### src/bqn_pkg.sv
// ----------------------------------------------------------------------------
// bqn_pkg
// Shared constants and types of the three-axis biquad notch filter.
// ----------------------------------------------------------------------------
package bqn_pkg;

    // One filter lane per gyro axis; the ports name the axes, so this is fixed.
    localparam int AXES      = 3;
    localparam int NUM_COEFS = 5;

    // Configuration port geometry: five 32-bit registers at byte address 4*i.
    localparam int APB_ADDR_W = 5;
    localparam int APB_DATA_W = 32;
    localparam int REG_IDX_W  = 3;

    // Register indexes.
    localparam logic [REG_IDX_W-1:0] REG_B0 = 3'd0;
    localparam logic [REG_IDX_W-1:0] REG_B1 = 3'd1;
    localparam logic [REG_IDX_W-1:0] REG_B2 = 3'd2;
    localparam logic [REG_IDX_W-1:0] REG_A1 = 3'd3;
    localparam logic [REG_IDX_W-1:0] REG_A2 = 3'd4;

    // Load enables of the three pipeline stages, shared by every lane.
    typedef struct packed {
        logic en_prod;   // item accepted: products and input history load
        logic en_sum;    // feedforward sum loads
        logic en_out;    // feedback stage fires into the output register
    } bqn_pipe_en_t;

endpackage

### src/bqn_merge.sv
// ----------------------------------------------------------------------------
// bqn_merge
// Output register gathering the lane results and their clip flags.
// ----------------------------------------------------------------------------
module bqn_merge
    import bqn_pkg::*;
#(
    parameter int SAMPLE_BITS = 16
) (
    input  logic                                aclk,
    input  bqn_pipe_en_t                        pipe_en,
    input  logic [AXES-1:0][SAMPLE_BITS-1:0]    lane_y,
    input  logic [AXES-1:0]                     lane_sat,
    output logic [AXES-1:0][SAMPLE_BITS-1:0]    y_out,
    output logic [AXES-1:0]                     sat_out
);

    logic [AXES-1:0][SAMPLE_BITS-1:0] y_reg;
    logic [AXES-1:0]                  sat_reg;

    always_ff @(posedge aclk) begin
        if (pipe_en.en_out) begin
            y_reg   <= lane_y;
            sat_reg <= lane_sat;
        end
    end

    assign y_out   = y_reg;
    assign sat_out = sat_reg;

endmodule

### config.mk
export PLATFORM = sky130hd
export DESIGN_NAME = bqn_merge
export DESIGN_NICKNAME = d
export VERILOG_FILES = /design/src/bqn_pkg.sv /design/src/bqn_merge.sv
export SDC_FILE = /design/constraint.sdc
export NUM_CORES = 1
export LEC_CHECK = 0
export BUFFER_PORTS_ARGS = -buffer_cell sky130_fd_sc_hd__clkbuf_2
export CORE_MARGIN = 2
export CORE_UTILIZATION = 30
export CTS_BUF_LIST = sky130_fd_sc_hd__clkbuf_8
export DETAILED_ROUTE_END_ITERATION = 10
export GPL_TIMING_DRIVEN = 1
export PLACE_DENSITY = 0.63
export SLEW_MARGIN = 20
export SYNTH_ARGS = -nofsm -noshare
export SYNTH_HDL_FRONTEND = slang
export SYNTH_SLANG_ARGS = --single-unit
export TNS_END_PERCENT = 20
### constraint.sdc
create_clock -name aclk -period 0.9 [get_ports aclk]
set_clock_uncertainty 0.1 [all_clocks]
set_input_delay 0.045 -clock aclk [delete_from_list [all_inputs] [get_ports aclk]]
set_output_delay 0.045 -clock aclk [all_outputs]
set_load 0.01 [all_outputs]
==> results by group <==
Setup path
  • Req. time, crit path: 0.75 ns
  • Cell family with most CP delay: flip-flops
  • CP bufs+invs: 1
  • Slowest cell on the critical path: edfxtp_1
  • CP endpoint kind: output port
  • Worst EP arrival: slightly above 0.8 ns
  • Critical path cell sequence: clkbuf_2
  • CP Class: flip-flop to output port
  • Max FO, Critical Path: 1
  • Startpoint types: flip-flop
  • Crit path largest cell delay: 0.40 ns

Clock network
  • Clock-pin slew on the worst setup and hold paths: roughly 0.09 ns
  • Htree depth: 2
  • CTS tree: yes
  • CTS Root Buffer Type: clkbuf_8
  • CTS Buf Count: 5
  • Sink Count: 51
  • Postcts setup bufs: 0
  • Clock tree buffer depth: 2

Pwr
  • Total power: 0.00466 W
  • Power per cell area: 1690 nW/um^2
  • Leak pwr: approximately 1.2 nW
  • Max VDD drop: 1020 uV

Timing
  • Fin. Hold Viols: 0
  • RSZ-0062 raised after global routing: yes
  • Period utilisation layout: 108%
  • Slew Limit Headroom: 89.7%
  • Final Setup Violations: slightly above 50
  • Fmax: between 1 and 1.5 GHz
  • Pins Over Slew Limit: 0
  • Worst-Margin Slew: roughly 0.15 ns
  • Worst setup margin: -0.0753 ns
  • Total Neg Setup Slack: -1.82 ns
  • Post-route minimum period: 0.975 ns

Hold path
  • HP Start: pipe_en[0]
  • Hold Crit Endpoint: y_out[22]
  • Hold Path Cell Cnt: 2
  • Hold/Removal Path Class: primary input to flip-flop

Drt
  • Detailed-router iteration count before antenna repair: 4
  • Vias per std cell: 3.80
  • Routed wire length: 3.37 mm
  • Wire length per cell: between 10 and 15 microns
  • Drt drc: 0
  • Vias post-DR: around 1,100
  • DRT iter0 DRCs: 57
  • Post-route ant nets: 0

Run
  • Max-Cap Viols: 0

Floorplan
  • Core footprint: 5010 sq um
  • I/O pin cnt: between 100 and 150
  • Starting density of the core: between 30% and 40%
  • Die W: between 70 and 80 microns
  • Die height: approximately 75 microns
  • Num rows: 26
  • Die ar.: 5690 sq um

Logic synthesis
  • Xor and xnor fraction of the mapped netlist area: 0%
  • Avg Cell Area, Syn: ~30 sq um
  • Syn Inst Count: a little over 50
  • Cell variety after synth: 1
  • Compound-Gate Fraction of Synth Area: 0%
  • Yosys reg bits: 51
  • Synth Cell Area: 1530 sq um
  • Portion of netlist area occupied by mux cells: 0%
  • Sequential fraction of the synthesis area: 100%
  • Adder-cell area share of the yosys netlist: 0%
  • Post-synthesis net count: 106
  • Yosys synthesis warning count: 0
  • Simple-Gate Fraction of Synth Area: 0%

Run status
  • Failing checks: setup timing
  • Outcome: complete, but fails checks

Placement
  • Number of buffers added on ports: 103
  • DP Cell Count: 226
  • Placed cell area: 2170 sq um
  • Final Wtd Congestion: 0.657
  • Final HPWL DP: 2.21 mm

Cells and area
  • Antenna Cells: 0
  • Area of the multi-input gates: 0 sq um
  • Layout cell share with drive strength beyond 1: roughly half
  • Multi-input gates: 0
  • Synthesis-to-finish area growth: 80.6%
  • Layout Nets: 269
  • Post-route insts no fill: between 200 and 300
  • Core Util, Final: between 50% and 60%
  • Final instance area: 2770 sq um

Global route
  • Vias in the first global route: 1,023
  • First-pass GRT wire length: 4.79 mm
  • GRT overflow: 0
  • Initial antenna violation count: 0
  • Gr usage total: 12.1%
  • Largest net degree at the start of global routing: 29
per-layer routing:
| layer | vias up | global-route usage, % | share of wire [%] |
|---|---|---|---|
| li1 | 530 | - | - |
| met1 | 487 | 13.3 | 38 |
| met2 | 63 | 18.9 | 50 |
| met3 | 2 | 7.14 | 11 |
| met4 | 0 | 5.85 | 0.65 |
| met5 | - | 0 | 0 |
layout by cell type, fill, tap and decap left out:
master,instances
inv_1,1
clkbuf_2,102
buf_2,1
edfxtp_1,51
dlygate4sd3_1,51
buf_12,2
clkbuf_8,5
clkinv_1,2
stage by stage:
step / setup WS, ns / hold WS, ns
global placement: 0.0920 / 0.121
detailed placement: 0.0882 / 0.124
CTS: -0.0925 / 0.0989
finish: -0.0753 / 0.110
floorplan: 0.361 / 0.0439
global route: -0.129 / 0.112
how the worst max path moves through the flow:
| stage | startpoint | endpoint | slack, ns | cells past startpoint |
|---|---|---|---|---|
| 3_3_place_gp | pipe_en[0] | y_out[44] | 0.09 | 2 |
| 3_5_place_dp | pipe_en[0] | y_out[44] | 0.09 | 2 |
| 2_1_floorplan | sat_out[0] | sat_out[0] | 0.36 | 0 |
| 4_1_cts | sat_out[1] | sat_out[1] | -0.09 | 1 |
| 6_report | sat_out[1] | sat_out[1] | -0.08 | 1 |
| 5_1_grt | y_out[34] | y_out[34] | -0.13 | 1 |
power breakdown:
group,internal [W],leakage [nW],switching [W],total [W]
Combinational,0.000353,0.659,0.000267,0.000620
Clock,0.000520,0.0444,0.000660,0.00118
Sequential,0.00282,0.499,0.0000454,0.00286
Total,0.00369,1.20,0.000973,0.00466
cell usage after synthesis:
library cell	count	area share [%]
edfxtp_1	51	100
cells by family after synthesis:
logic type and Yosys count:
DFF 51
what timing repair did:
action | 4_1_cts | 5_1_grt
gates cloned | 0 | 0
endpoints found under the hold margin | 51 | 0
setup endpoints to repair | 51 | 51
gates resized for setup | 0 | 1
hold buffers | 51 | 0
layout make-up:
class	count	area [sq um]
fill	417	2240
sequential	51	1530
timing repair buffer	156	1070
tap	70	87.6
clock buffer	5	68.8
clock inverter	3	11.3
sequential cells by signal, indices dropped and copies added, names as in the netlist:
| register | count |
|---|---|
| y_out | 48 |
| sat_out | 3 |
(Power assumes the default switching activity.)
