==> src/bqn_pkg.sv <==
// ----------------------------------------------------------------------------
// bqn_pkg
// Shared constants and types of the three-axis biquad notch filter.
// ----------------------------------------------------------------------------
package bqn_pkg;

    // One filter lane per gyro axis; the ports name the axes, so this is fixed.
    localparam int AXES      = 3;
    localparam int NUM_COEFS = 5;

    // Configuration port geometry: five 32-bit registers at byte address 4*i.
    localparam int APB_ADDR_W = 5;
    localparam int APB_DATA_W = 32;
    localparam int REG_IDX_W  = 3;

    // Register indexes.
    localparam logic [REG_IDX_W-1:0] REG_B0 = 3'd0;
    localparam logic [REG_IDX_W-1:0] REG_B1 = 3'd1;
    localparam logic [REG_IDX_W-1:0] REG_B2 = 3'd2;
    localparam logic [REG_IDX_W-1:0] REG_A1 = 3'd3;
    localparam logic [REG_IDX_W-1:0] REG_A2 = 3'd4;

    // Load enables of the three pipeline stages, shared by every lane.
    typedef struct packed {
        logic en_prod;   // item accepted: products and input history load
        logic en_sum;    // feedforward sum loads
        logic en_out;    // feedback stage fires into the output register
    } bqn_pipe_en_t;

endpackage

==> src/bqn_apb_regs.sv <==
// ----------------------------------------------------------------------------
// bqn_apb_regs
// APB register file holding the five shared filter coefficients.
// ----------------------------------------------------------------------------
module bqn_apb_regs
    import bqn_pkg::*;
#(
    parameter int COEF_FRAC_BITS = 16
) (
    input  logic                                aclk,
    input  logic                                aresetn,
    input  logic                                psel,
    input  logic                                penable,
    input  logic                                pwrite,
    input  logic [APB_ADDR_W-1:0]               paddr,
    input  logic [APB_DATA_W-1:0]               pwdata,
    output logic [APB_DATA_W-1:0]               prdata,
    output logic                                pready,
    output logic signed [COEF_FRAC_BITS+1:0]    coef_b0,
    output logic signed [COEF_FRAC_BITS+1:0]    coef_b1,
    output logic signed [COEF_FRAC_BITS+1:0]    coef_b2,
    output logic signed [COEF_FRAC_BITS+1:0]    coef_a1,
    output logic signed [COEF_FRAC_BITS+1:0]    coef_a2
);

    localparam int COEF_W = COEF_FRAC_BITS + 2;
    localparam logic [COEF_W-1:0] UNITY = {{(COEF_W-1){1'b0}}, 1'b1} << COEF_FRAC_BITS;

    logic [COEF_W-1:0]    b0_reg, b1_reg, b2_reg, a1_reg, a2_reg;
    logic                 wr_en;
    logic [REG_IDX_W-1:0] idx;
    logic [COEF_W-1:0]    wdata;
    logic [COEF_W-1:0]    rd_coef;

    assign pready = 1'b1;
    assign wr_en  = psel & penable & pwrite;
    assign idx    = paddr[APB_ADDR_W-1:2];
    assign wdata  = pwdata[COEF_W-1:0];

    always_ff @(posedge aclk) begin
        if (!aresetn) begin
            b0_reg <= UNITY;
            b1_reg <= '0;
            b2_reg <= '0;
            a1_reg <= '0;
            a2_reg <= '0;
        end else if (wr_en) begin
            unique case (idx)
                REG_B0:  b0_reg <= wdata;
                REG_B1:  b1_reg <= wdata;
                REG_B2:  b2_reg <= wdata;
                REG_A1:  a1_reg <= wdata;
                REG_A2:  a2_reg <= wdata;
                default: ;
            endcase
        end
    end

    always_comb begin
        unique case (idx)
            REG_B0:  rd_coef = b0_reg;
            REG_B1:  rd_coef = b1_reg;
            REG_B2:  rd_coef = b2_reg;
            REG_A1:  rd_coef = a1_reg;
            REG_A2:  rd_coef = a2_reg;
            default: rd_coef = '0;
        endcase
    end

    // Reads return the coefficient sign-extended to the bus width.
    assign prdata = {{(APB_DATA_W-COEF_W){rd_coef[COEF_W-1]}}, rd_coef};

    assign coef_b0 = b0_reg;
    assign coef_b1 = b1_reg;
    assign coef_b2 = b2_reg;
    assign coef_a1 = a1_reg;
    assign coef_a2 = a2_reg;

endmodule

==> config.mk <==
export PLATFORM = sky130hd
export DESIGN_NAME = bqn_apb_regs
export DESIGN_NICKNAME = d
export VERILOG_FILES = /design/src/bqn_pkg.sv /design/src/bqn_apb_regs.sv
export SDC_FILE = /design/constraint.sdc
export NUM_CORES = 1
export LEC_CHECK = 0
export BUFFER_PORTS_ARGS = -buffer_cell sky130_fd_sc_hd__clkbuf_2
export CAP_MARGIN = 10
export CORE_MARGIN = 2
export CORE_UTILIZATION = 45
export CTS_BUF_LIST = sky130_fd_sc_hd__clkbuf_16
export DETAILED_ROUTE_END_ITERATION = 8
export GPL_TIMING_DRIVEN = 0
export PLACE_DENSITY = 0.75
export SYNTH_ARGS = -nofsm -noshare
export SYNTH_HDL_FRONTEND = slang
export SYNTH_SLANG_ARGS = --single-unit
==> constraint.sdc <==
create_clock -name aclk -period 3.4 [get_ports aclk]
set_input_delay 0.85 -clock aclk [delete_from_list [all_inputs] [get_ports aclk]]
set_output_delay 0.85 -clock aclk [all_outputs]
set_load 0.1 [all_outputs]
==> flow_summary_export.csv <==
group,metric,value,unit
sta,relSlewSlack,54.9,%
layout,layout_common_cells,"clkbuf_2 (132), nand2_1 (108), mux2i_1 (92)",
floorplan,die_area,10000,um2
clock_tree,clockBufferDepth,2,
global_route,grt_max_degree,16,
clock_tree,cts_made_buffers,9,
detailed_routing,drc_errors,0,
detailed_routing,drt_iter0_markers,225,
floorplan,die_h,100,um
hold_path,hold_path.class,"reg2reg",
critical_path,path_max_fanout,10,
layout,postLayoutCellArea,5630,um2
global_route,grt_pass1_wl,20300,um
sta,tightest_slew,676,ps
power,p_leak,0.00230,uW
floorplan,core.rowCount,35,
critical_path,worstSetupStartpointType,"input pin",
synthesis,syn-num-nets,466,
layout,synthToLayoutAreaGrowth,35.6,%
critical_path,slowest_delay,410,ps
synthesis,synthAdderAreaFrac,0,%
sta,fin_setup_tns,0,ps
synthesis,ys_types,24,
synthesis,synth_top_family_by_area,"multiplexers",
global_route,grt_pass1_vias,3755,
floorplan,die_x,100,um
sta,slew_viol_final,0,
placed_design,dp_hpwl,9450,um
placed_design,place_congestion,0.870,
synthesis,yosys_warnings,0,
detailed_routing,drtAntennaViolNets,0,
sta,skew,0,ps
critical_path,critical_path_required,2550,ps
global_route,grt_use_met2,44.0,%
floorplan,ios,165,
clock_tree,cts_max_level,3,
detailed_routing,wl_per_cell,19.1,um
synthesis,syn_inst,424,
global_route,grt.busiest_layer,"met2",
detailed_routing,vias,3862,
sta,max_freq,298,MHz
detailed_routing,drt_pass1_iterations,5,
power,power_density,398,nW/um2
critical_path,arrival,2500,ps
layout,fin_util,61.8,%
global_route,overflow,0,
synthesis,synthMuxAreaShare,26.8,%
layout,nets,624,
flow_run,drv_cap,0,
layout,final_common_cell,"clkbuf_2",
detailed_routing,vias_per_cell,5.53,
global_route,use_met1,33.7,%
placed_design,dpl_cell_area,5300,um2
layout,drive_above_1_share,38.7,%
clock_tree,clock_latency,330,ps
global_route,grt_usage,26.5,%
critical_path,end_kind,"output port",
synthesis,avgSynthCellArea,9.79,um2
synthesis,synth-simple-area-share,12.6,%
synthesis,synth_compound_area_share,9.23,%
critical_path,crit_type,"in2out",
sta,final-setup-viol-count,0,
critical_path,path_cells,"clkbuf_2 > buf_2 > nor2_4 > a22oi_2 > o22ai_4 > buf_12 > buf_12 > buf_2",
sta,fin_crit,3350,ps
sta,finalCritPeriodShare,98.7,%
clock_tree,clkTransAtPathRegs,60,ps
critical_path,worst_path_max_delay_cell,"buf_2",
clock_tree,cts_tree,"done",
power,ir_drop,251,uV
synthesis,ys_ff_latch,90,
global_route,grt_use_met3,4.94,%
floorplan,initial_core_util,45.6,%
detailed_routing,drt-total-wl,13400,um
clock_tree,cts.sinks,90,
placed_design,numPortBuffers,145,
clock_tree,clockRootBuffer,"clkbuf_16",
layout,diodes,0,
floorplan,core,9110,um2
global_route,grt_antenna_before_repair,0,
synthesis,syn_area,4150,um2
outcome,status,"completed",
sta,whs,473,ps
sta,timing.final.hold_violations,0,
synthesis,seq_area_frac_synth,43.4,%
synthesis,synth_xor_area_share,0,%
[registers in the layout, summed over array words and instances, names as in the netlist]
register / count
coef_a1: 18
coef_a2: 18
coef_b0: 18
coef_b1: 18
coef_b2: 18
[final timing paths]
kind	cells after the start	slack [ps]	start	to
worst max register to register	2	2660	coef_a2[0]$_SDFFE_PN0P_	coef_a2[0]$_SDFFE_PN0P_
worst min register to register	2	470	coef_a2[15]$_SDFFE_PN0P_	coef_a2[15]$_SDFFE_PN0P_
worst min-delay path	2	470	coef_a2[15]$_SDFFE_PN0P_	coef_a2[15]$_SDFFE_PN0P_
worst max-delay path	8	50	paddr[3]	prdata[22]
[worst max-delay path, delay by kind of cell]
| kind | cells | cell delay [ps] |
|---|---|---|
| AO/OA/AOI/OAI | 2 | 320 |
| buffers and inverters | 5 | 1070 |
| AND/OR/NAND/NOR | 1 | 250 |
[report_power, final]
| group | total, uW | internal [uW] | switching (uW) |
|---|---|---|---|
| combinational | 255 | 58.0 | 197 |
| sequential | 1070 | 1060 | 6.93 |
| clock | 917 | 493 | 424 |
| total | 2240 | 1610 | 628 |
[synth_stat cells]
cell type / number / area share (%)
clkbuf_1: 12 / 1.1
nor3_2: 1 / 0.24
conb_1: 1 / 0.090
o21a_1: 1 / 0.18
nor2b_1: 4 / 0.60
nand4_1: 1 / 0.15
nor3b_2: 2 / 0.60
nor3_1: 1 / 0.12
a22oi_1: 34 / 6.2
mux2i_1: 92 / 22
nand2_1: 108 / 9.8
dfxtp_1: 90 / 43
buf_12: 1 / 0.48
nor2_4: 2 / 0.54
nand4b_4: 1 / 0.57
buf_4: 22 / 4.0
mux2_1: 17 / 4.6
buf_6: 2 / 0.54
buf_8: 1 / 0.36
buf_1: 1 / 0.090
buf_2: 11 / 1.3
o2bb2ai_1: 1 / 0.21
o22ai_1: 17 / 2.6
o21ai_1: 1 / 0.12
[repair_timing]
action	4_1_cts	5_1_grt
hold buffers	0	0
resized for setup	7	20
setup endpoints to repair	25	12
buffers inserted	2	0
pin swaps	1	0
[through the flow]
step                      cells  setup slack (ps)  total power, uW
final                       698              45.0             2240
after global routing        698             -9.54             2290
after CTS                   698              7.33             2230
after detailed placement    680              -438             1340
after global placement      680              -411             1340
after floorplan             424              -412             1270
[cells by family (layout without fill, tap and decap cells)]
| logic type | Yosys count | after routing |
|---|---|---|
| other cells | 1 | 1 |
| flops | 90 | 90 |
| compound gates | 54 | 54 |
| mux | 109 | 109 |
| buf+inv | 50 | 213 |
| simple gates | 120 | 120 |
[layout make-up]
type	count	area, um2
Fill cell	764	3480
Multi-Input combinational cell	284	2140
Sequential cell	90	1800
Timing Repair Buffer	147	783
Buffer	50	490
Clock buffer	9	225
Tap cell	111	139
Clock inverter	7	45.0
[routing by layer]
layer	vias to the layer above	part of all wire (%)
met5	-	0
met4	0	2.7
met3	31	6.6
met2	179	49
met1	1864	41
li1	1788	-
Power figures use the tool's default switching activity.
