## config.mk

```make
export PLATFORM = sky130hd
export DESIGN_NAME = bqn_lane
export DESIGN_NICKNAME = d
export VERILOG_FILES = /design/src/bqn_pkg.sv /design/src/bqn_lane.sv
export SDC_FILE = /design/constraint.sdc
export NUM_CORES = 2
export LEC_CHECK = 0
export BUFFER_PORTS_ARGS = -buffer_cell sky130_fd_sc_hd__buf_2
export CAP_MARGIN = 25
export CORE_MARGIN = 2
export CORE_UTILIZATION = 61
export CTS_CLUSTER_DIAMETER = 100
export DETAILED_ROUTE_END_ITERATION = 12
export HOLD_SLACK_MARGIN = 0.05
export PLACE_DENSITY = 0.81
export SYNTH_ARGS = -nofsm -noshare
export SYNTH_HDL_FRONTEND = slang
export SYNTH_SLANG_ARGS = --single-unit
```

## constraint.sdc

```tcl
create_clock -name aclk -period 7.7 [get_ports aclk]
set_input_delay 0.385 -clock aclk [delete_from_list [all_inputs] [get_ports aclk]]
set_output_delay 0.385 -clock aclk [all_outputs]
set_load 0.05 [all_outputs]
```

## src/bqn_pkg.sv

```systemverilog
// ----------------------------------------------------------------------------
// bqn_pkg
// Shared constants and types of the three-axis biquad notch filter.
// ----------------------------------------------------------------------------
package bqn_pkg;

    // One filter lane per gyro axis; the ports name the axes, so this is fixed.
    localparam int AXES      = 3;
    localparam int NUM_COEFS = 5;

    // Configuration port geometry: five 32-bit registers at byte address 4*i.
    localparam int APB_ADDR_W = 5;
    localparam int APB_DATA_W = 32;
    localparam int REG_IDX_W  = 3;

    // Register indexes.
    localparam logic [REG_IDX_W-1:0] REG_B0 = 3'd0;
    localparam logic [REG_IDX_W-1:0] REG_B1 = 3'd1;
    localparam logic [REG_IDX_W-1:0] REG_B2 = 3'd2;
    localparam logic [REG_IDX_W-1:0] REG_A1 = 3'd3;
    localparam logic [REG_IDX_W-1:0] REG_A2 = 3'd4;

    // Load enables of the three pipeline stages, shared by every lane.
    typedef struct packed {
        logic en_prod;   // item accepted: products and input history load
        logic en_sum;    // feedforward sum loads
        logic en_out;    // feedback stage fires into the output register
    } bqn_pipe_en_t;

endpackage

```

## src/bqn_lane.sv

```systemverilog
// ----------------------------------------------------------------------------
// bqn_lane
// One axis of the filter: direct form I biquad with its own delay lines.
// ----------------------------------------------------------------------------
module bqn_lane
    import bqn_pkg::*;
#(
    parameter int SAMPLE_BITS    = 16,
    parameter int COEF_FRAC_BITS = 16
) (
    input  logic                                aclk,
    input  logic                                aresetn,
    input  bqn_pipe_en_t                        pipe_en,
    input  logic signed [SAMPLE_BITS-1:0]       x_in,
    input  logic signed [COEF_FRAC_BITS+1:0]    coef_b0,
    input  logic signed [COEF_FRAC_BITS+1:0]    coef_b1,
    input  logic signed [COEF_FRAC_BITS+1:0]    coef_b2,
    input  logic signed [COEF_FRAC_BITS+1:0]    coef_a1,
    input  logic signed [COEF_FRAC_BITS+1:0]    coef_a2,
    output logic signed [SAMPLE_BITS-1:0]       y_out,
    output logic                                sat_out
);

    localparam int COEF_W = COEF_FRAC_BITS + 2;
    localparam int PW     = SAMPLE_BITS + COEF_W;
    localparam int FF_W   = PW + 2;
    localparam int ACC_W  = PW + 3;
    localparam int RW     = ACC_W - COEF_FRAC_BITS;
    localparam int TOP_W  = RW - SAMPLE_BITS + 1;
    localparam logic signed [ACC_W-1:0] ROUND_HALF =
        {{(ACC_W-1){1'b0}}, 1'b1} << (COEF_FRAC_BITS - 1);
    localparam logic [SAMPLE_BITS-1:0] SAMPLE_MAX = {1'b0, {(SAMPLE_BITS-1){1'b1}}};
    localparam logic [SAMPLE_BITS-1:0] SAMPLE_MIN = {1'b1, {(SAMPLE_BITS-1){1'b0}}};

    logic signed [SAMPLE_BITS-1:0] x1_reg, x2_reg;
    logic signed [SAMPLE_BITS-1:0] y1_reg, y2_reg;
    logic signed [PW-1:0]          p0_reg, p1_reg, p2_reg;
    logic signed [PW-1:0]          p0_next, p1_next, p2_next;
    logic signed [FF_W-1:0]        ff_reg, ff_next;
    logic signed [PW-1:0]          fb1, fb2;
    logic signed [ACC_W-1:0]       acc;
    logic signed [RW-1:0]          rnd;
    logic [TOP_W-1:0]              rnd_top;
    logic                          ovf;
    logic signed [SAMPLE_BITS-1:0] y_sat;

    // Feedforward products of the accepted sample and its input history.
    assign p0_next = coef_b0 * x_in;
    assign p1_next = coef_b1 * x1_reg;
    assign p2_next = coef_b2 * x2_reg;

    always_ff @(posedge aclk) begin
        if (!aresetn) begin
            x1_reg <= '0;
            x2_reg <= '0;
        end else if (pipe_en.en_prod) begin
            x2_reg <= x1_reg;
            x1_reg <= x_in;
        end
    end

    always_ff @(posedge aclk) begin
        if (pipe_en.en_prod) begin
            p0_reg <= p0_next;
            p1_reg <= p1_next;
            p2_reg <= p2_next;
        end
    end

    assign ff_next = FF_W'(p0_reg) + FF_W'(p1_reg) + FF_W'(p2_reg);

    always_ff @(posedge aclk) begin
        if (pipe_en.en_sum) begin
            ff_reg <= ff_next;
        end
    end

    // Feedback stage: the only part of the recursion, closed through the two output taps alone.
    assign fb1 = coef_a1 * y1_reg;
    assign fb2 = coef_a2 * y2_reg;
    assign acc = ACC_W'(ff_reg) - ACC_W'(fb1) - ACC_W'(fb2) + ROUND_HALF;
    assign rnd = acc[ACC_W-1:COEF_FRAC_BITS];

    // The rounded value fits when all bits above the sample's sign bit agree with it.
    assign rnd_top = rnd[RW-1:SAMPLE_BITS-1];
    assign ovf     = ~((&rnd_top) | ~(|rnd_top));
    assign y_sat   = ovf ? (rnd[RW-1] ? SAMPLE_MIN : SAMPLE_MAX) : rnd[SAMPLE_BITS-1:0];

    always_ff @(posedge aclk) begin
        if (!aresetn) begin
            y1_reg <= '0;
            y2_reg <= '0;
        end else if (pipe_en.en_out) begin
            y2_reg <= y1_reg;
            y1_reg <= y_sat;
        end
    end

    assign y_out   = y_sat;
    assign sat_out = ovf;

endmodule

```

==> metrics.md <==
| Metric | Value |
|---|---|
| Placeable Area | `105300 um^2` |
| Fill count | `7611` |
| Seq cells post-synth | `202` |
| Grt met3 use | `0.04029` |
| Syn avg cell area | `9.724 um^2` |
| Most used cell, CP | `fa_1` |
| CTS tree | `yes` |
| Post-Syn Instances | `6648` |
| Detailed Route Iter0 Violations | `3174` |
| Clock latency on the worst-skew pair | `0.60 ns` |
| Setup WS post-layout | `-1.112 ns` |
| Fin. Hold Viols | `0` |
| Post-Syn Area | `64640 um^2` |
| Number of distinct library cells after synthesis | `72` |
| Crit path time final | `8.812 ns` |
| Nets | `9101` |
| Final Max Tran Viols | `0` |
| Main synth FF type | `edfxtp_1` |
| Initial Utilization | `0.6141` |
| Most frequent cells in the layout | `inv_1 (1693), fa_1 (1598), nand2_1 (792)` |
| Status | `finished, violations left` |
| Global-route wire length before repair | `259.7 mm` |
| Sequential-to-total area share from yosys stat | `0.08393` |
| Die Ht | `329.5 um` |
| Global route hottest layer | `met2` |
| Final setup violation count | `32` |
| Syn Nets | `8845` |
| DRC violations left | `0` |
| Routed Antenna Nets | `0` |
| Failing checks | `negative setup slack` |
| CP peak stage delay | `0.61 ns` |
| Ports | `128` |
| CP Capture Type | `output pin` |
| Async set-reset flop share out of synthesis | `0` |
| Clock skew | `0.01346 ns` |
| PortBufs | `127` |
| Worst slew pin tran | `1.035 ns` |
| Finished Layout Cells | `8331` |
| All-layer global routing usage | `0.3045` |
| CTS buffer count | `27` |
| Row cnt | `119` |
| Post-Place Worst Slack | `-0.8703 ns` |
| Dpl cell area | `68980 um^2` |
| Hold depth | `1` |
| Critical Path AT | `8.43 ns` |
| Cell with the largest stage delay on the worst path | `fa_2` |
| Initial antenna violation count | `24` |
| GRT overflow | `0` |
| Unrepaired setup endpoints after global routing | `yes` |
| CTS H-tree lvls | `1` |
| Share of post-route cells with drive strength above 1 | `0.09893` |
| Placed cells | `8230` |
| Slew HR | `0.3011` |
| Largest net degree at the start of global routing | `78` |
| Number of global-route vias before repair | `51248` |
| CTS max path bufs | `3` |
| DRT Wirelength | `158.7 mm` |
| Vias per inst | `5.476` |
| Clk sinks | `202` |
| Final core occ | `0.6732` |
| EDFF count, synth | `138` |
| CP max FO | `8` |
| Max_cap viols | `0` |
| CP startpoint kind | `flop` |
| Die area | `108600 um^2` |
| Clock Pin Slew Worst Setup and Hold Paths | `0.06 ns` |
| Max reg flops | `36` |
| YS warnings | `0` |
| Via count | `45617` |
| Layout area overhead | `9.632%` |
| Min-Delay Path Class | `primary input to flop` |
| Worst reg-to-reg path cell count | `30` |
| Most common cell after layout, fill and taps aside | `inv_1` |
| Crit Path Category | `flop to output pin` |
| WP data required | `7.32 ns` |
| Pre-antenna DRT Iters | `8` |
| Detailed Place HPWL | `134.9 mm` |
| Root Buffer | `clkbuf_16` |
| Tcrit/Tclk final | `1.144` |
| Max Freq | `113.5 MHz` |
| DR WL/cell | `19.05 um` |
| Cell area after layout | `70870 um^2` |
| Gpl congestion | `0.9283` |
| M1 GR Usage | `0.3783` |
| Die W | `329.5 um` |
| GR Util met2 | `0.5383` |
cell families after synthesis:
family | count (synthesis) | share of synthesized area
buf+inv | 1978 | 0.1151
simple gates | 1754 | 0.1353
flops | 202 | 0.08393
fa+ha+maj | 2086 | 0.5914
compound gates | 404 | 0.04266
mux | 50 | 0.007742
xor+xnor | 174 | 0.02387
worst max-delay path: cells and delay by family (launching register included):
family	cells	cell delay (ns)
compound gates	6	1.41
buf+inv	10	1.14
simple gates	3	0.53
fa+ha+maj	9	4.34
flops	1	0.39
metal layers:
layer / vias to the layer above / share of wire
met2: 1748 / 0.51
met1: 23432 / 0.37
met4: 22 / 0.048
li1: 19924 / -
met5: - / 0.00095
met3: 491 / 0.067
layout make-up:
type                            instances  area (um^2)  share of cell area
Antenna cell                           16        40.04           0.0005650
Clock inverter                         20        183.9            0.002595
Tap cell                             1391         1740             0.02456
Inverter                             1722         6511             0.09188
Clock buffer                           29        683.2            0.009640
Sequential cell                       202         5503             0.07765
Multi-Input combinational cell       4468        52310              0.7381
Timing Repair Buffer                  483         3896             0.05498
per-stage QoR:
stage,hold WS (ns),setup TNS [ns]
after floorplan,0.4844,-6.465
after global placement,0.6313,-16.10
after detailed placement,0.6337,-20.96
after CTS,0.2840,-17.95
after global routing,0.3088,-28.36
final,0.2929,-21.21
Yosys cell counts, drive strengths merged, types with 3 or more instances:
| library cell | number | share of area |
|---|---|---|
| o2111ai | 3 | 0.00041 |
| mux2i | 50 | 0.0077 |
| buf | 28 | 0.0019 |
| nand3 | 26 | 0.0020 |
| o21bai | 22 | 0.0026 |
| edfxtp | 138 | 0.064 |
| nor2b | 85 | 0.0082 |
| a31oi | 13 | 0.0015 |
| fa | 1616 | 0.50 |
| o211a | 3 | 0.00046 |
| o211ai | 7 | 0.00081 |
| a311oi | 7 | 0.0015 |
| and2 | 615 | 0.060 |
| nand2 | 801 | 0.047 |
| o22ai | 16 | 0.0025 |
| a31o | 3 | 0.00041 |
| xor2 | 43 | 0.0061 |
| nand4 | 16 | 0.0015 |
| or4 | 5 | 0.00058 |
| o21ai | 66 | 0.0051 |
| a41oi | 4 | 0.00066 |
| nor3 | 15 | 0.0013 |
| dfxtp | 64 | 0.020 |
| a21oi | 139 | 0.011 |
| a21boi | 6 | 0.00070 |
| nand2b | 78 | 0.0075 |
| a211oi | 6 | 0.00070 |
| o21a | 19 | 0.0022 |
| o31ai | 3 | 0.00035 |
| nor2 | 82 | 0.0048 |
| ha | 470 | 0.091 |
| or3 | 5 | 0.00048 |
| inv | 1722 | 0.10 |
| xnor2 | 131 | 0.018 |
| clkbuf | 228 | 0.013 |
| a21o | 63 | 0.0073 |
| and3 | 17 | 0.0016 |
| a2111oi | 6 | 0.0012 |
final timing paths:
| kind | from | end | slack [ns] |
|---|---|---|---|
| worst max-delay path | y2_reg[9]$_SDFFE_PN0P_ | y_out[11] | -1.11 |
| worst min-delay path | pipe_en[2] | p1_reg[33]$_DFFE_PP_ | 0.29 |
| worst max register to register | y2_reg[9]$_SDFFE_PN0P_ | y1_reg[7]$_SDFFE_PN0P_ | -0.40 |
| worst min register to register | y2_reg[10]$_SDFFE_PN0P_ | y2_reg[10]$_SDFFE_PN0P_ | 0.60 |
timing repair:
action	4_1_cts	5_1_grt
setup endpoints to repair	33	33
resized for setup	125	75
hold buffers	0	0
buffers inserted	32	16
pin swaps	48	26
Power is not shown: default switching activity piles up to over one toggle a cycle in this logic, so the estimate is an artifact.
