==> src/bqn_pkg.sv <==
// ----------------------------------------------------------------------------
// bqn_pkg
// Shared constants and types of the three-axis biquad notch filter.
// ----------------------------------------------------------------------------
package bqn_pkg;

    // One filter lane per gyro axis; the ports name the axes, so this is fixed.
    localparam int AXES      = 3;
    localparam int NUM_COEFS = 5;

    // Configuration port geometry: five 32-bit registers at byte address 4*i.
    localparam int APB_ADDR_W = 5;
    localparam int APB_DATA_W = 32;
    localparam int REG_IDX_W  = 3;

    // Register indexes.
    localparam logic [REG_IDX_W-1:0] REG_B0 = 3'd0;
    localparam logic [REG_IDX_W-1:0] REG_B1 = 3'd1;
    localparam logic [REG_IDX_W-1:0] REG_B2 = 3'd2;
    localparam logic [REG_IDX_W-1:0] REG_A1 = 3'd3;
    localparam logic [REG_IDX_W-1:0] REG_A2 = 3'd4;

    // Load enables of the three pipeline stages, shared by every lane.
    typedef struct packed {
        logic en_prod;   // item accepted: products and input history load
        logic en_sum;    // feedforward sum loads
        logic en_out;    // feedback stage fires into the output register
    } bqn_pipe_en_t;

endpackage

==> src/bqn_pipe_ctrl.sv <==
// ----------------------------------------------------------------------------
// bqn_pipe_ctrl
// Valid tracking and load enables of the three-stage lane pipeline.
// ----------------------------------------------------------------------------
module bqn_pipe_ctrl
    import bqn_pkg::*;
(
    input  logic          aclk,
    input  logic          aresetn,
    input  logic          s_valid,
    output logic          s_ready,
    output logic          m_valid,
    input  logic          m_ready,
    output bqn_pipe_en_t  pipe_en
);

    logic prod_vld_reg, prod_vld_next;
    logic sum_vld_reg,  sum_vld_next;
    logic out_vld_reg,  out_vld_next;
    logic en_prod, en_sum, en_out;

    // Each stage moves on when the stage after it is empty or emptying.
    assign en_out  = sum_vld_reg  & (~out_vld_reg | m_ready);
    assign en_sum  = prod_vld_reg & (~sum_vld_reg | en_out);
    assign s_ready = ~prod_vld_reg | en_sum;
    assign en_prod = s_valid & s_ready;

    always_comb begin
        prod_vld_next = en_prod | (prod_vld_reg & ~en_sum);
        sum_vld_next  = en_sum  | (sum_vld_reg  & ~en_out);
        out_vld_next  = en_out  | (out_vld_reg  & ~m_ready);
    end

    always_ff @(posedge aclk) begin
        if (!aresetn) begin
            prod_vld_reg <= 1'b0;
            sum_vld_reg  <= 1'b0;
            out_vld_reg  <= 1'b0;
        end else begin
            prod_vld_reg <= prod_vld_next;
            sum_vld_reg  <= sum_vld_next;
            out_vld_reg  <= out_vld_next;
        end
    end

    assign m_valid         = out_vld_reg;
    assign pipe_en.en_prod = en_prod;
    assign pipe_en.en_sum  = en_sum;
    assign pipe_en.en_out  = en_out;

endmodule

==> config.mk <==
export PLATFORM = sky130hd
export DESIGN_NAME = bqn_pipe_ctrl
export DESIGN_NICKNAME = d
export VERILOG_FILES = /design/src/bqn_pkg.sv /design/src/bqn_pipe_ctrl.sv
export SDC_FILE = /design/constraint.sdc
export NUM_CORES = 1
export LEC_CHECK = 0
export BUFFER_PORTS_ARGS = -buffer_cell sky130_fd_sc_hd__buf_2
export CORE_AREA = 2 2 39 41
export CTS_BUF_LIST = sky130_fd_sc_hd__clkbuf_4
export DETAILED_ROUTE_END_ITERATION = 10
export DIE_AREA = 0 0 41 43
export GPL_TIMING_DRIVEN = 0
export SLEW_MARGIN = 20
export SYNTH_ARGS = -nofsm -noshare
export SYNTH_HDL_FRONTEND = slang
export SYNTH_SLANG_ARGS = --single-unit
==> constraint.sdc <==
create_clock -name aclk -period 1.25 [get_ports aclk]
set_input_delay 0.25 -clock aclk [delete_from_list [all_inputs] [get_ports aclk]]
set_output_delay 0.25 -clock aclk [all_outputs]
set_load 0.05 [all_outputs]
==> results of run 1 <==
[worst max-delay path by stage]
stage,slack (ns),end,cells after the start,start
global placement,-0.05,pipe_en[2],5,m_ready
floorplan,0.03,pipe_en[2],3,m_valid$_SDFF_PN0_
finish,-0.15,pipe_en[1],4,m_valid$_SDFF_PN0_
global route,-0.21,pipe_en[1],4,m_valid$_SDFF_PN0_
detailed placement,-0.06,pipe_en[2],5,m_ready
CTS,-0.16,pipe_en[1],4,sum_vld_reg$_SDFF_PN0_
[synthesized netlist by cell type]
cell | instances | area share (%)
a21boi_2 | 1 | 7.0
a21oi_1 | 1 | 3.1
and3b_1 | 1 | 5.5
buf_4 | 3 | 14
dfxtp_1 | 3 | 38
inv_1 | 1 | 2.3
nand4b_2 | 1 | 9.4
nor2b_1 | 3 | 12
o21a_1 | 2 | 9.4
[stage by stage]
| step | setup TNS, ns | setup slack [ns] | instances |
|---|---|---|---|
| floorplan | 0 | 0.0268 | 16 |
| global placement | -0.0455 | -0.0455 | 40 |
| detailed placement | -0.0626 | -0.0558 | 40 |
| CTS | -0.331 | -0.156 | 44 |
| global route | -0.439 | -0.207 | 45 |
| finish | -0.257 | -0.148 | 45 |
[metal layers]
layer | share of wire (%) | vias to the layer above
met3 | 9.4 | 0
met4 | 0 | 0
li1 | - | 77
met2 | 59 | 7
met5 | 0 | -
met1 | 32 | 71
[critical path, stage by stage (launching register included)]
cell and delay (ns):
dfxtp_2 0.32, and3b_2 0.23, nor2b_1 0.12, buf_4 0.12
buf_8 0.13
[timing repair]
| action | in CTS | in global routing |
|---|---|---|
| setup endpoints to repair | 3 | 4 |
| resized for setup | 15 | 1 |
| pin swaps | 2 | 1 |
| setup buffers | 2 | 1 |
[cells by family (layout without fill, tap and decap cells)]
kind of cell	Yosys count	after routing
AO/OA/AOI/OAI	4	4
buffers and inverters	4	17
flip-flops	3	3
AND/OR/NAND/NOR	5	5
[power by group]
group / total, uW / internal [uW] / switching [uW] / leakage [uW]
clock: 189 / 141 / 47.7 / 0.0000184
sequential: 106 / 101 / 4.64 / 0.0000255
combinational: 63.4 / 29.4 / 34.0 / 0.000116
total: 358 / 272 / 86.3 / 0.000160
[area by class of cell]
class / instances / area (um^2)
tap: 16 / 20.0
clock buffer: 4 / 30.0
fill: 157 / 1080
buffer: 1 / 7.51
multi-input combinational: 9 / 83.8
inverter: 1 / 3.75
timing repair buffer: 11 / 98.8
sequential: 3 / 62.6
==> reports/summary.txt, run 1 <==
CELLS AND AREA
-------------------------------------------------------------------------------------
Total inserted antenna cells                                                        0
Leading cell types in the layout, fill and taps excluded                 buf_4 (4), clkbuf_4 (4), buf_2 (4)
Final standard cell utilization of the core                                     22.2%
Layout Nets                                                                        34
Share of layout cells above drive strength 1                                    82.8%
Relative area change from synthesis to final layout                             91.4%
Area of all placed cells without fillers                                     307 um^2

GRT
-------------------------------------------------------------------------------------
Layer with the highest usage                                                     met2
Met3 usage in global routing                                                    4.71%
Wire length of the first global-routing pass                                   538 um
Remaining global-route overflow                                                     0
Pin count of the biggest net entering global routing                                5
Vias in the first global route                                                    157
Number of antenna violations at the first check in global routing                   0
Global-route total usage across every layer                                     5.41%
Met2 track utilization from global routing                                      8.13%
GRT met1 Usage                                                                  3.19%

ROUTE
-------------------------------------------------------------------------------------
Number of DRC markers in iteration 0                                                0
Final ANT Viol Nets                                                                 0
Avg Vias per Cell                                                                3.44
Post-route DRC                                                                      0
Detailed-route via count                                                          155
Average detailed-routed wire length per instance                              8.78 um
Final Routed Wirelength                                                        395 um
DR pass1 iterations                                                                 1

POWER AND IR DROP
-------------------------------------------------------------------------------------
Total power per unit cell area                                           1170 nW/um^2
Worst-case vdd ir drop                                                       0.245 mV
Total power of the final layout                                                358 uW
Leak Pwr                                                                  0.000160 uW

DIE
-------------------------------------------------------------------------------------
Die Span X                                                                      41 um
Boundary pin count                                                                  9
Full die area                                                               1760 um^2
Core area                                                                   1380 um^2
Number of core rows                                                                14
Overall die height                                                              43 um
Effective utilization at floorplan                                              11.6%

LOGIC SYNTHESIS
-------------------------------------------------------------------------------------
Syn. warnings                                                                       0
Largest family of logic cells by synthesized area                        simple AND/OR/NAND/NOR gates
Xor/xnor cell area share of the yosys netlist                                      0%
Share of the synthesized area in compound gates (AO/OA/AOI/OAI)                 19.5%
Post-synthesis mux area share                                                      0%
Simple-gate portion of the synthesized area                                     26.6%
Summed instance area of the synthesized netlist                              160 um^2
Net Count, Synth                                                                   20
Post-synthesis cell type count                                                      9
Sequential cell area fraction in the yosys report                               37.5%
Synthesized-area fraction occupied by adder cells                                  0%
Cells after Synth                                                                  16
Synthesis-stage register bit count                                                  3
Mean cell area of the mapped netlist                                        10.0 um^2

PLACE
-------------------------------------------------------------------------------------
Final GP Congestion                                                             0.507
Total placed instance area                                                   221 um^2
Input/output buffers                                                                8

TIMING
-------------------------------------------------------------------------------------
Total setup violations reported at the end of the flow                              4
Relative slew margins                                                           83.6%
Final Slew Violations                                                               0
Final Skew                                                                 0.00104 ns
Unrepaired setup endpoints after global routing                                   yes
Min Clock Period, post-route                                                  1.40 ns
Worst hold slack                                                             0.254 ns
Final Cycle Share                                                                112%
Slack of the critical path                                                  -0.148 ns
Actual transition at the worst max-transition pin                            0.247 ns
Final hold violation count                                                          0
Maximum frequency from static timing analysis                               0.715 GHz

STATUS
-------------------------------------------------------------------------------------
Result of the run                                                        finished, violations left
Failing checks                                                           negative setup slack

SETUP PATH
-------------------------------------------------------------------------------------
CP Data Arrival Time                                                          1.15 ns
Crit Path Class                                                            reg -> out
Worst reg2reg path endpoint                                              sum_vld_reg$_SDFF_PN0_
CP max FO                                                                           4
Kind of end point of the critical path                                   primary output
Kind of launch point of the worst setup path                                flip-flop
Critical path required time                                                   1.00 ns
Worst Reg2Reg Path Length in Cells                                                  3
Launching point of the worst reg2reg path                                m_valid$_SDFF_PN0_
Register-to-register setup slack                                              0.31 ns

CLOCK NETWORK
-------------------------------------------------------------------------------------
Clock buffers created by TritonCTS                                                  3
Clock tree buffer depth                                                             2
Clock insertion delay at the later pin of the skew report                     0.23 ns
Number of buffers added to fix hold violations after cts                            0
Root Driver                                                                  clkbuf_4
Clock-pin slew of the registers on the worst-case setup and hold paths        0.04 ns
Number of clock sinks                                                               3
H-tree levels                                                                       1
Clock tree from TritonCTS                                                         yes

JOB
-------------------------------------------------------------------------------------
Number of max-cap violations                                                        0

MIN PATH
-------------------------------------------------------------------------------------
Origin of the worst min-delay path                                            aresetn
Count of cells along the worst hold path                                            2
Hold/Removal Path Class                                                     in -> reg
Worst Hold End                                                           m_valid$_SDFF_PN0_

No activity file was read; power rests on OpenSTA's default activity.
==> inputs of run 2 (changes only) <==
--- a/config.mk
+++ b/config.mk
@@ -11,6 +11,8 @@
 export DETAILED_ROUTE_END_ITERATION = 10
 export DIE_AREA = 0 0 41 43
 export GPL_TIMING_DRIVEN = 0
+export RECOVER_POWER = 50
+export SETUP_SLACK_MARGIN = 0.4
 export SLEW_MARGIN = 20
 export SYNTH_ARGS = -nofsm -noshare
 export SYNTH_HDL_FRONTEND = slang
==> reports/summary.txt, run 2 (synthesis results as in run 1) <==
PLACE
-------------------------------------------------------------------------------------
Final GP Congestion                                                             0.561   was 0.507
Input/output buffers                                                                8   unchanged
Total placed instance area                                                   226 um^2   was 221 um^2
Placement Setup Slack                                                      -0.0465 ns   was -0.0558 ns
Post-DP HPWL                                                                   229 um

TIMING
-------------------------------------------------------------------------------------
Relative slew margins                                                           83.7%   was 83.6%
Final hold violation count                                                          0   unchanged
Slack of the critical path                                                  -0.137 ns   was -0.148 ns
Maximum frequency from static timing analysis                               0.721 GHz   was 0.715 GHz
Worst hold slack                                                             0.252 ns   was 0.254 ns
Total setup violations reported at the end of the flow                              3   was 4
Min Clock Period, post-route                                                  1.39 ns   was 1.40 ns
Actual transition at the worst max-transition pin                            0.246 ns   was 0.247 ns
Unrepaired setup endpoints after global routing                                   yes   unchanged
Final Slew Violations                                                               0   unchanged
Final Cycle Share                                                                111%   was 112%
Final Skew                                                                 0.00120 ns   was 0.00104 ns

GRT
-------------------------------------------------------------------------------------
Wire length of the first global-routing pass                                   510 um   was 538 um
Remaining global-route overflow                                                     0   unchanged
Vias in the first global route                                                    161   was 157
Pin count of the biggest net entering global routing                                5   unchanged
Number of antenna violations at the first check in global routing                   0   unchanged
Global-route total usage across every layer                                     5.42%   was 5.41%

CLOCK NETWORK
-------------------------------------------------------------------------------------
Number of clock sinks                                                               3   unchanged
Clock insertion delay at the later pin of the skew report                     0.23 ns   about the same
Root Driver                                                                  clkbuf_4   unchanged
H-tree levels                                                                       1   unchanged
Clock tree from TritonCTS                                                         yes   unchanged
Clock-pin slew of the registers on the worst-case setup and hold paths        0.04 ns   about the same
Clock buffers created by TritonCTS                                                  3   unchanged
Clock tree buffer depth                                                             2   unchanged

CELLS AND AREA
-------------------------------------------------------------------------------------
Sequential cell area in the final layout                                    66.3 um^2   was 62.6 um^2
Layout Nets                                                                        37   was 34
Area of all placed cells without fillers                                     345 um^2   was 307 um^2
Relative area change from synthesis to final layout                              116%   was 91.4%
Count of filler cells inserted in the layout                                      154   was 157
Leading cell type in the layout, fill and taps excluded                         buf_4
Area of the multi-input gates                                               88.8 um^2   was 83.8 um^2
Total inserted antenna cells                                                        0   unchanged
Share of layout cells above drive strength 1                                    81.3%   was 82.8%
Leading cell types in the layout, fill and taps excluded                 buf_4 (6), clkbuf_4 (4), buf_2 (4), buf_8 (4)   was buf_4 (4), clkbuf_4 (4), buf_2 (4)

STATUS
-------------------------------------------------------------------------------------
Result of the run                                                        finished, violations left   unchanged
Failing checks                                                           negative setup slack   unchanged

MIN PATH
-------------------------------------------------------------------------------------
Count of cells along the worst hold path                                            2   unchanged
Hold/Removal Path Class                                                     in -> reg   unchanged

ROUTE
-------------------------------------------------------------------------------------
Final Routed Wirelength                                                        369 um   was 395 um
Detailed-route via count                                                          162   was 155
DR pass1 iterations                                                                 1   unchanged
Average detailed-routed wire length per instance                              7.69 um   was 8.78 um
Number of DRC markers in iteration 0                                                0   unchanged
Avg Vias per Cell                                                                3.38   was 3.44
Final ANT Viol Nets                                                                 0   unchanged
Post-route DRC                                                                      0   unchanged

DIE
-------------------------------------------------------------------------------------
Number of core rows                                                                14   unchanged
Full die area                                                               1760 um^2   unchanged
Boundary pin count                                                                  9   unchanged
Core area                                                                   1380 um^2   unchanged
Effective utilization at floorplan                                              11.6%   unchanged
Die Span X                                                                      41 um   unchanged
Overall die height                                                              43 um   unchanged

SETUP PATH
-------------------------------------------------------------------------------------
Stage delay of the slowest cell on the critical path                          0.33 ns   was 0.32 ns
Master of the slowest instance on the critical path                           dfxtp_4   was dfxtp_2
Critical path required time                                                   1.00 ns   about the same
Worst-path cell chain                                                    and3b_1 > nor2b_1 > buf_4 > buf_8   was and3b_2 > nor2b_1 > buf_4 > buf_8
Kind of end point of the critical path                                   primary output   unchanged
Worst Reg2Reg Path Length in Cells                                                  4   was 3
CP Data Arrival Time                                                          1.14 ns   was 1.15 ns
Kind of launch point of the worst setup path                                flip-flop   unchanged
CP max FO                                                                           4   unchanged
Crit Path Class                                                            reg -> out   unchanged

POWER AND IR DROP
-------------------------------------------------------------------------------------
Leak Pwr                                                                  0.000192 uW   was 0.000160 uW
Worst-case vdd ir drop                                                       0.167 mV   was 0.245 mV
Total power of the final layout                                                367 uW   was 358 uW
Total power per unit cell area                                           1060 nW/um^2   was 1170 nW/um^2

JOB
-------------------------------------------------------------------------------------
Number of max-cap violations                                                        0   unchanged

## run 2: changes by cell type in the layout (fill, tap and decap cells not counted), sizes merged
| cell | before | now |
|---|---|---|
| buf | 12 | 15 |
## run 2: routing by layer
metal  GRT usage (%)  share of wire, %  routed length, um  vias up
met1            2.56                25                 92       74
met2            7.81                64                235        6
met3            4.71                11                 41        0
met5               0                 0                  0        -
met4            8.00                 0                  0        0
li1                -                 -                  -       82
## run 2: where the power goes
part / switching, uW / leakage (uW) / internal (uW)
Clock: 50.5 / 0.0000184 / 141
Sequential: 4.38 / 0.0000261 / 100
Combinational: 35.9 / 0.000148 / 34.8
Total: 90.8 / 0.000192 / 276
## run 2: final cells by class
class | instances | share of cell area [%]
tap | 16 | 5.80
sequential | 3 | 19.2
timing repair buffer | 12 | 33.0
clock buffer | 4 | 8.70
buffer | 3 | 6.52
multi-input combinational | 9 | 25.7
inverter | 1 | 1.09
## run 2: worst max-delay path: cells and delay by family, from the launching register on
family                 cells  cell delay, ns
buffers and inverters      2            0.25
flip-flops                 1            0.33
AND/OR/NAND/NOR            2            0.31
## run 2: timing repair
action | CTS | global route
hold buffers | 0 | 0
setup buffers | 3 | 1
gates resized for setup | 12 | 5
setup endpoints to repair | 5 | 5
pin swaps | 0 | 1
## run 2: stage by stage
step / util, % / instances / TNS [ns]
3_3_place_gp: 16.4 / 40 / -0.0624
2_1_floorplan: - / 16 / 0
5_1_grt: 25.0 / 48 / -0.504
4_1_cts: 22.9 / 47 / -0.373
3_5_place_dp: 16.4 / 40 / -0.0493
6_report: 25.0 / 48 / -0.346
## run 2: final timing paths
check	from	end	slack [ns]
worst max-delay path	m_valid$_SDFF_PN0_	pipe_en[1]	-0.14
worst min-delay path	aresetn	m_valid$_SDFF_PN0_	0.25
worst max register to register	m_valid$_SDFF_PN0_	prod_vld_reg$_SDFF_PN0_	0.37
worst min register to register	prod_vld_reg$_SDFF_PN0_	sum_vld_reg$_SDFF_PN0_	0.51
